==> config.mk <==
export PLATFORM = sky130hd
export DESIGN_NAME = integer_to_ascii_radix
export DESIGN_NICKNAME = d
export VERILOG_FILES = /design/src/rtl/itoar_pkg.sv /design/src/rtl/integer_to_ascii_radix.sv
export SDC_FILE = /design/constraint.sdc
export NUM_CORES = 1
export LEC_CHECK = 0
export ABC_AREA = 1
export BUFFER_PORTS_ARGS = -buffer_cell sky130_fd_sc_hd__buf_2
export CORE_MARGIN = 2
export CORE_UTILIZATION = 50
export CTS_BUF_LIST = sky130_fd_sc_hd__clkbuf_8 sky130_fd_sc_hd__clkbuf_16
export DETAILED_ROUTE_END_ITERATION = 16
export MAX_ROUTING_LAYER = met4
export PLACE_DENSITY = 0.67
export SYNTH_ARGS = -nofsm -noshare
export SYNTH_HDL_FRONTEND = slang
export SYNTH_SLANG_ARGS = --single-unit
==> constraint.sdc <==
create_clock -name clk -period 12.4 [get_ports clk]
set_input_delay 1.86 -clock clk [delete_from_list [all_inputs] [get_ports clk]]
set_output_delay 1.86 -clock clk [all_outputs]
set_load 0.005 [all_outputs]
==> src/rtl/itoar_pkg.sv <==
// itoar_pkg: shared constants and character mapping for the radix text converter
`default_nettype none
package itoar_pkg;

	localparam int RADIX_W = 5;
	localparam int CHAR_W = 8;
	localparam int DIGIT_W = 4;
	localparam int STEP_BITS = 8;

	localparam logic [RADIX_W-1:0] RADIX_RESET = 5'd10;
	localparam logic [RADIX_W-1:0] RADIX_MIN = 5'd2;
	localparam logic [RADIX_W-1:0] RADIX_MAX = 5'd16;
	localparam logic [CHAR_W-1:0] MINUS_CODE = 8'd45;
	localparam logic [CHAR_W-1:0] ZERO_CODE = 8'd48;
	localparam logic [CHAR_W-1:0] ALPHA_BASE = 8'd55;

	function automatic logic [CHAR_W-1:0] digit_char(input logic [DIGIT_W-1:0] d);
		logic [CHAR_W-1:0] c;
		if (d < DIGIT_W'(10)) begin
			c = ZERO_CODE + CHAR_W'(d);
		end else begin
			c = ALPHA_BASE + CHAR_W'(d);
		end
		return c;
	endfunction

endpackage
`default_nettype wire

==> src/rtl/integer_to_ascii_radix.sv <==
// integer_to_ascii_radix: signed integer to ASCII text in base 2 to 16, one character per beat
// after start the digits are divided out one by one, then a minus sign if negative and the digits leave
// each digit comes from a shared divide step that moves 8 quotient bits a cycle
// the next start is taken during the last beat of an item
// characters leave on consecutive cycles and the receiver cannot stall them
// arst_n clears the control state and sets radix to 10; the digit stack is not reset
`default_nettype none
module integer_to_ascii_radix import itoar_pkg::*; #(
	parameter int VALUE_WIDTH = 32,
	parameter int MAX_DIGITS = 32
) (
	input  logic                          clk,
	input  logic                          arst_n,
	input  logic                          start,
	output logic                          busy,
	input  logic signed [VALUE_WIDTH-1:0] value,
	output logic                          strobe,
	output logic [CHAR_W-1:0]             character,
	output logic                          last_char,
	input  logic                          cfg_valid,
	output logic                          cfg_ready,
	input  logic [RADIX_W-1:0]            cfg_data
);

	localparam int CYC = (VALUE_WIDTH + STEP_BITS - 1) / STEP_BITS;
	localparam int PW = CYC * STEP_BITS;
	localparam int PH_W = (CYC > 1) ? $clog2(CYC) : 1;
	localparam int CW = $clog2(MAX_DIGITS + 1);

	typedef enum logic [1:0] {ST_IDLE, ST_DIV, ST_SIGN, ST_EMIT} state_t;

	state_t                 state_q;
	logic [RADIX_W-1:0]     radix_q;
	logic                   neg_q;
	logic [PW-1:0]          quo_q;
	logic [DIGIT_W-1:0]     rem_q;
	logic [PH_W-1:0]        phase_q;
	logic [CW-1:0]          cnt_q;
	logic [DIGIT_W-1:0]     stack_q [MAX_DIGITS];
	logic [CHAR_W-1:0]      char_q;
	logic                   last_q;
	logic                   strobe_q;

	logic [RADIX_W-1:0]     base;
	logic [VALUE_WIDTH-1:0] mag;
	logic [RADIX_W-1:0]     r;
	logic [STEP_BITS-1:0]   qb;
	logic [PW-1:0]          quo_nx;
	logic [DIGIT_W-1:0]     rem_nx;
	logic                   last_phase;
	logic                   push;
	logic                   pop;

	assign busy      = (state_q != ST_IDLE);
	assign cfg_ready = !busy;
	assign strobe    = strobe_q;
	assign character = char_q;
	assign last_char = last_q;

	// clamp out-of-range radix values
	always_comb begin
		if (radix_q < RADIX_MIN) begin
			base = RADIX_MIN;
		end else if (radix_q > RADIX_MAX) begin
			base = RADIX_MAX;
		end else begin
			base = radix_q;
		end
	end

	assign mag = value[VALUE_WIDTH-1] ? (~VALUE_WIDTH'(value) + 1'b1) : VALUE_WIDTH'(value);

	// eight restoring divide steps on the top byte of the quotient register
	always_comb begin
		r  = {1'b0, rem_q};
		qb = '0;
		for (int i = 0; i < STEP_BITS; i++) begin
			r = {r[DIGIT_W-1:0], quo_q[PW-1-i]};
			if (r >= base) begin
				r = r - base;
				qb[STEP_BITS-1-i] = 1'b1;
			end
		end
		quo_nx = (quo_q << STEP_BITS) | PW'(qb);
		rem_nx = r[DIGIT_W-1:0];
	end

	assign last_phase = (phase_q == PH_W'(CYC - 1));
	assign push       = (state_q == ST_DIV) && last_phase;
	assign pop        = (state_q == ST_EMIT);

	// digit stack, most recent digit at the bottom
	always_ff @(posedge clk) begin
		if (push) begin
			stack_q[0] <= rem_nx;
			for (int i = 1; i < MAX_DIGITS; i++) begin
				stack_q[i] <= stack_q[i-1];
			end
		end else if (pop) begin
			for (int i = 0; i < MAX_DIGITS - 1; i++) begin
				stack_q[i] <= stack_q[i+1];
			end
		end
	end

	always_ff @(posedge clk or negedge arst_n) begin
		if (!arst_n) begin
			state_q  <= ST_IDLE;
			radix_q  <= RADIX_RESET;
			neg_q    <= 1'b0;
			quo_q    <= '0;
			rem_q    <= '0;
			phase_q  <= '0;
			cnt_q    <= '0;
			char_q   <= '0;
			last_q   <= 1'b0;
			strobe_q <= 1'b0;
		end else begin
			strobe_q <= 1'b0;
			if (cfg_valid && cfg_ready) begin
				radix_q <= cfg_data;
			end
			case (state_q)
				ST_IDLE: begin
					if (start) begin
						neg_q   <= value[VALUE_WIDTH-1];
						quo_q   <= PW'(mag);
						rem_q   <= '0;
						phase_q <= '0;
						cnt_q   <= '0;
						state_q <= ST_DIV;
					end
				end
				ST_DIV: begin
					quo_q <= quo_nx;
					if (last_phase) begin
						rem_q   <= '0;
						phase_q <= '0;
						cnt_q   <= cnt_q + CW'(1);
						if ((quo_nx == '0) || ((cnt_q + CW'(1)) == CW'(MAX_DIGITS))) begin
							state_q <= neg_q ? ST_SIGN : ST_EMIT;
						end
					end else begin
						rem_q   <= rem_nx;
						phase_q <= phase_q + PH_W'(1);
					end
				end
				ST_SIGN: begin
					char_q   <= MINUS_CODE;
					last_q   <= 1'b0;
					strobe_q <= 1'b1;
					state_q  <= ST_EMIT;
				end
				ST_EMIT: begin
					char_q   <= digit_char(stack_q[0]);
					last_q   <= (cnt_q == CW'(1));
					strobe_q <= 1'b1;
					cnt_q    <= cnt_q - CW'(1);
					if (cnt_q == CW'(1)) begin
						state_q <= ST_IDLE;
					end
				end
				default: begin
					state_q <= ST_IDLE;
				end
			endcase
		end
	end

endmodule
`default_nettype wire

==> out/qor.log <==
INFO  critical_path  startpoint_type=flip-flop
INFO  synth          synth_async_reset_ratio=32.3%
INFO  detailed_routing final_antenna_net_count=0
INFO  synth          netlist_instances=1357
INFO  floorplan      floorplan.die_area=23700squm
INFO  floorplan      core_area=22000squm
INFO  synth          ys_seq_area_share=47.7%
INFO  outcome        run_status=finished clean
INFO  clock_tree     tritoncts.num_buffers=17
INFO  clock_tree     cts.sinks=189
INFO  clock_tree     htreeDepth=4
INFO  critical_path  crit_path_end_kind=flip-flop
INFO  detailed_routing wirelength=24300um
INFO  detailed_routing detailedRoute.firstPassIterationCount=5
INFO  clock_tree     deepest_clock_path_buffer_count=2
INFO  worst_hold_path holdCritPathClass=flip-flop to flip-flop
INFO  detailed_routing vias_per_cell=5.24
INFO  grt            global_route.overflow_total=0
INFO  critical_path  crit_required=12.73ns
INFO  place          place.detailed.hpwl=16700um
INFO  layout         final.fill_count=1991
INFO  sta            final-max-slew-violation-count=0
INFO  grt            antenna_violations_before_repair=0
INFO  grt            pin_count_of_the_biggest_net_entering_global_routing=85
INFO  synth          unique_cell_type_count_in_the_yosys_netlist=50
INFO  sta            unrepaired_setup_endpoints_after_global_routing=false
INFO  synth          ys.flop_type=sky130_fd_sc_hd__edfxtp_1
INFO  place          gp_congestion=0.943
INFO  critical_path  timing.critical_path.slowest_stage_cell=sky130_fd_sc_hd__ha_1
INFO  clock_tree     cts-resized-gates=0
INFO  critical_path  critical-path-top-cell-by-count=sky130_fd_sc_hd__nand2_1
INFO  synth          yosys_warnings=0
INFO  sta            largest_clock_skew_in_the_final_design=0.0137ns
INFO  layout         ff_latch_area=5370squm
INFO  sta            max-slew-margin-rel=39.4%
INFO  sta            worstMarginPinSlew=0.909ns
INFO  synth          synth_fp_nets=1456
INFO  worst_hold_path min_path_cells=0
INFO  sta            setup_viol_count_final=0
INFO  critical_path  cp.arrival=10.67ns
INFO  grt            track_usage=21.8%
INFO  grt            grt_first_pass_wirelength=40500um
INFO  critical_path  critical-path-max-stage-delay=0.42ns
INFO  clock_tree     cts.root.buffer_cell=sky130_fd_sc_hd__clkbuf_16
INFO  layout         area.growth.synth_to_final=10.1%
INFO  detailed_routing routed-via-count=8825
INFO  critical_path  crit_type=flip-flop to flip-flop
INFO  synth          synth_area_per_cell=8.30squm
INFO  critical_path  ff_to_ff_path_depth=72
INFO  floorplan      starting_utilization_of_the_core_area=51.3%
INFO  detailed_routing post_drt_wl_per_cell=14.4um
INFO  critical_path  r2r-start=radix_q[2]
INFO  synth          synth-edff-count=128
INFO  clock_tree     clkLatencyLatePin=0.44ns
INFO  place          io_buffer_count=51
INFO  run            maximum_capacitance_violations=0
INFO  grt            via_count_of_the_first_global_routing_pass=8579
INFO  floorplan      std_cell_rows=54
INFO  sta            post-route-min-period=10.34ns
INFO  clock_tree     cts_hold_buf=0
INFO  layout         n_antenna_cell=0
INFO  place          placedCellCount=1651
INFO  sta            final.setup.tns=0ns
INFO  sta            maxClockFrequency=96.7MHz
INFO  clock_tree     tritoncts=yes
INFO  floorplan      floorplan.die.height=154um
INFO  critical_path  r2r_end=state_q[0]
INFO  sta            fin_crit_sh=83.4%
INFO  detailed_routing drt_iter0_drc=670
INFO  layout         final_nets=1489
INFO  sta            report.final.hold_viol_count=0
INFO  worst_hold_path timing.hold.worst.start=stack_q[7][10]
INFO  critical_path  ff2ff_setup_slack=2.06ns
INFO  layout         multi_input_comb_area=5040squm
INFO  synth          summed_instance_area_of_the_synthesized_netlist=11300squm
INFO  critical_path  critPathMaxFanout=9
INFO  layout         instances_no_fill=1683
INFO  worst_hold_path timing.hold.worst_endpoint=stack_q[7][14]
INFO  floorplan      number_of_i_o_pins=53
INFO  detailed_routing drc=0
INFO  synth          postSynthRegisterBits=189
INFO  floorplan      die-width=154um
INFO  clock_tree     post-cts-setup-buffer-count=0
INFO  clock_tree     clk_pin_slew_worst_paths=0.08ns
INFO  layout         drive_above_1_share=11.2%
final cells by class:
cell class,count,area share [%]
Clock buffer,17,3.43
Multi-Input combinational cell,946,40.7
Tap cell,280,2.83
Timing Repair Buffer,63,2.78
Sequential cell,189,43.3
Clock inverter,15,1.75
Inverter,173,5.24
critical path, delay by kind of cell, from the launching register on:
kind	cells	cell delay (ns)
and+or+nand+nor	51	5.91
adders and majority gates	8	2.51
AOI/OAI and AO/OA	3	0.53
buffers and inverters	9	0.52
DFF	1	0.41
muxes	1	0.37
worst max-delay path by stage:
stage                          start         end  slack, ns  depth (start not counted)
after floorplan           radix_q[3]  state_q[0]       2.89                         70
after global placement    radix_q[2]  state_q[1]       2.58                         73
after detailed placement  radix_q[2]  state_q[0]       2.12                         72
after CTS                 radix_q[2]  state_q[0]       2.05                         71
after global routing      radix_q[2]  state_q[1]       0.97                         73
final                     radix_q[2]  state_q[0]       2.06                         72
stage by stage:
stage	util, %	hold WS [ns]	cell area (sq um)	worst slack (ns)
floorplan	-	0.427	11300	2.89
global placement	53.5	0.432	11800	2.58
detailed placement	53.5	0.437	11800	2.12
CTS	56.5	0.460	12400	2.05
global route	56.5	0.465	12400	0.972
finish	56.5	0.459	12400	2.06
cells in the mapped netlist (3+ instances only):
master	n	area, sq um
sky130_fd_sc_hd__and2_1	3	18.8
sky130_fd_sc_hd__o21ai_2	6	52.6
sky130_fd_sc_hd__nand2_2	9	56.3
sky130_fd_sc_hd__buf_4	3	22.5
sky130_fd_sc_hd__nand2_1	419	1570
sky130_fd_sc_hd__inv_2	8	30.0
sky130_fd_sc_hd__o22ai_1	4	25.0
sky130_fd_sc_hd__xor2_1	19	166
sky130_fd_sc_hd__mux2_2	4	45.0
sky130_fd_sc_hd__nor2_4	9	101
sky130_fd_sc_hd__o21ai_1	28	140
sky130_fd_sc_hd__buf_2	12	60.1
sky130_fd_sc_hd__nor2_1	69	259
sky130_fd_sc_hd__nand4_1	11	68.8
sky130_fd_sc_hd__inv_1	164	616
sky130_fd_sc_hd__dfrtp_1	59	1480
sky130_fd_sc_hd__nand3_2	6	60.1
sky130_fd_sc_hd__o211ai_1	4	30.0
sky130_fd_sc_hd__nand3b_1	3	22.5
sky130_fd_sc_hd__xnor2_1	6	52.6
sky130_fd_sc_hd__edfxtp_1	128	3840
sky130_fd_sc_hd__fa_1	8	160
sky130_fd_sc_hd__or2_2	3	18.8
sky130_fd_sc_hd__buf_1	8	30.0
sky130_fd_sc_hd__clkbuf_1	26	97.6
sky130_fd_sc_hd__nor3_1	4	20.0
sky130_fd_sc_hd__nor2_2	5	31.3
sky130_fd_sc_hd__a21oi_1	48	240
sky130_fd_sc_hd__o21ai_0	143	716
sky130_fd_sc_hd__ha_1	50	626
sky130_fd_sc_hd__nand3_1	60	300
cells in the final DEF, fill, tap and decap left out, types with 3 or more instances in the layout:
cell type,synthesis,final
sky130_fd_sc_hd__nand2_1,419,418
sky130_fd_sc_hd__inv_1,164,163
sky130_fd_sc_hd__o21ai_0,143,142
sky130_fd_sc_hd__edfxtp_1,128,128
sky130_fd_sc_hd__nor2_1,69,69
sky130_fd_sc_hd__nand3_1,60,60
sky130_fd_sc_hd__dfrtp_1,59,59
sky130_fd_sc_hd__buf_2,12,51
sky130_fd_sc_hd__ha_1,50,49
sky130_fd_sc_hd__a21oi_1,48,48
sky130_fd_sc_hd__o21ai_1,28,29
sky130_fd_sc_hd__xor2_1,19,19
sky130_fd_sc_hd__clkbuf_16,0,17
sky130_fd_sc_hd__buf_4,3,12
sky130_fd_sc_hd__nand4_1,11,11
sky130_fd_sc_hd__nor2_4,9,9
sky130_fd_sc_hd__inv_2,8,9
sky130_fd_sc_hd__nand2_2,9,9
sky130_fd_sc_hd__fa_1,8,8
sky130_fd_sc_hd__clkinv_8,0,7
sky130_fd_sc_hd__nand3_2,6,6
sky130_fd_sc_hd__o21ai_2,6,6
sky130_fd_sc_hd__xnor2_1,6,6
sky130_fd_sc_hd__nor2_2,5,5
sky130_fd_sc_hd__nor3_1,4,4
sky130_fd_sc_hd__mux2_2,4,4
sky130_fd_sc_hd__o22ai_1,4,4
sky130_fd_sc_hd__o211ai_1,4,4
sky130_fd_sc_hd__nand3b_1,3,3
sky130_fd_sc_hd__and2_1,3,3
sky130_fd_sc_hd__or2_2,3,3
sky130_fd_sc_hd__nand2_4,2,3
kinds of logic (layout without fill, tap and decap cells):
logic type,count (synthesis),after routing,share of synthesized area [%]
other,1,1,0.0333
DFF,189,189,47.7
xor gates and xnor gates,25,25,1.94
adders and majority gates,58,58,6.98
buffers and inverters,222,268,7.63
AOI/OAI and AO/OA,249,249,12.0
muxes,4,4,0.400
and+or+nand+nor,609,609,23.3
metal layers:
layer	share of wire, %	GRT usage (%)	routed length [um]
met5	0	-	0
met4	1.9	7.25	458
met3	3.7	3.52	896
met2	47	34.7	11500
met1	47	28.5	11400
registers in the layout, summed over array words and instances (netlist names):
name	cells
stack_q	128
quo_q	32
character	7
cnt_q	6
radix_q	5
rem_q	4
phase_q	2
state_q	2
last_char	1
neg_q	1
strobe	1
Power is left out: the tool's default activity adds up to more than one toggle a clock period on the data nets, which glitch-free logic cannot reach.
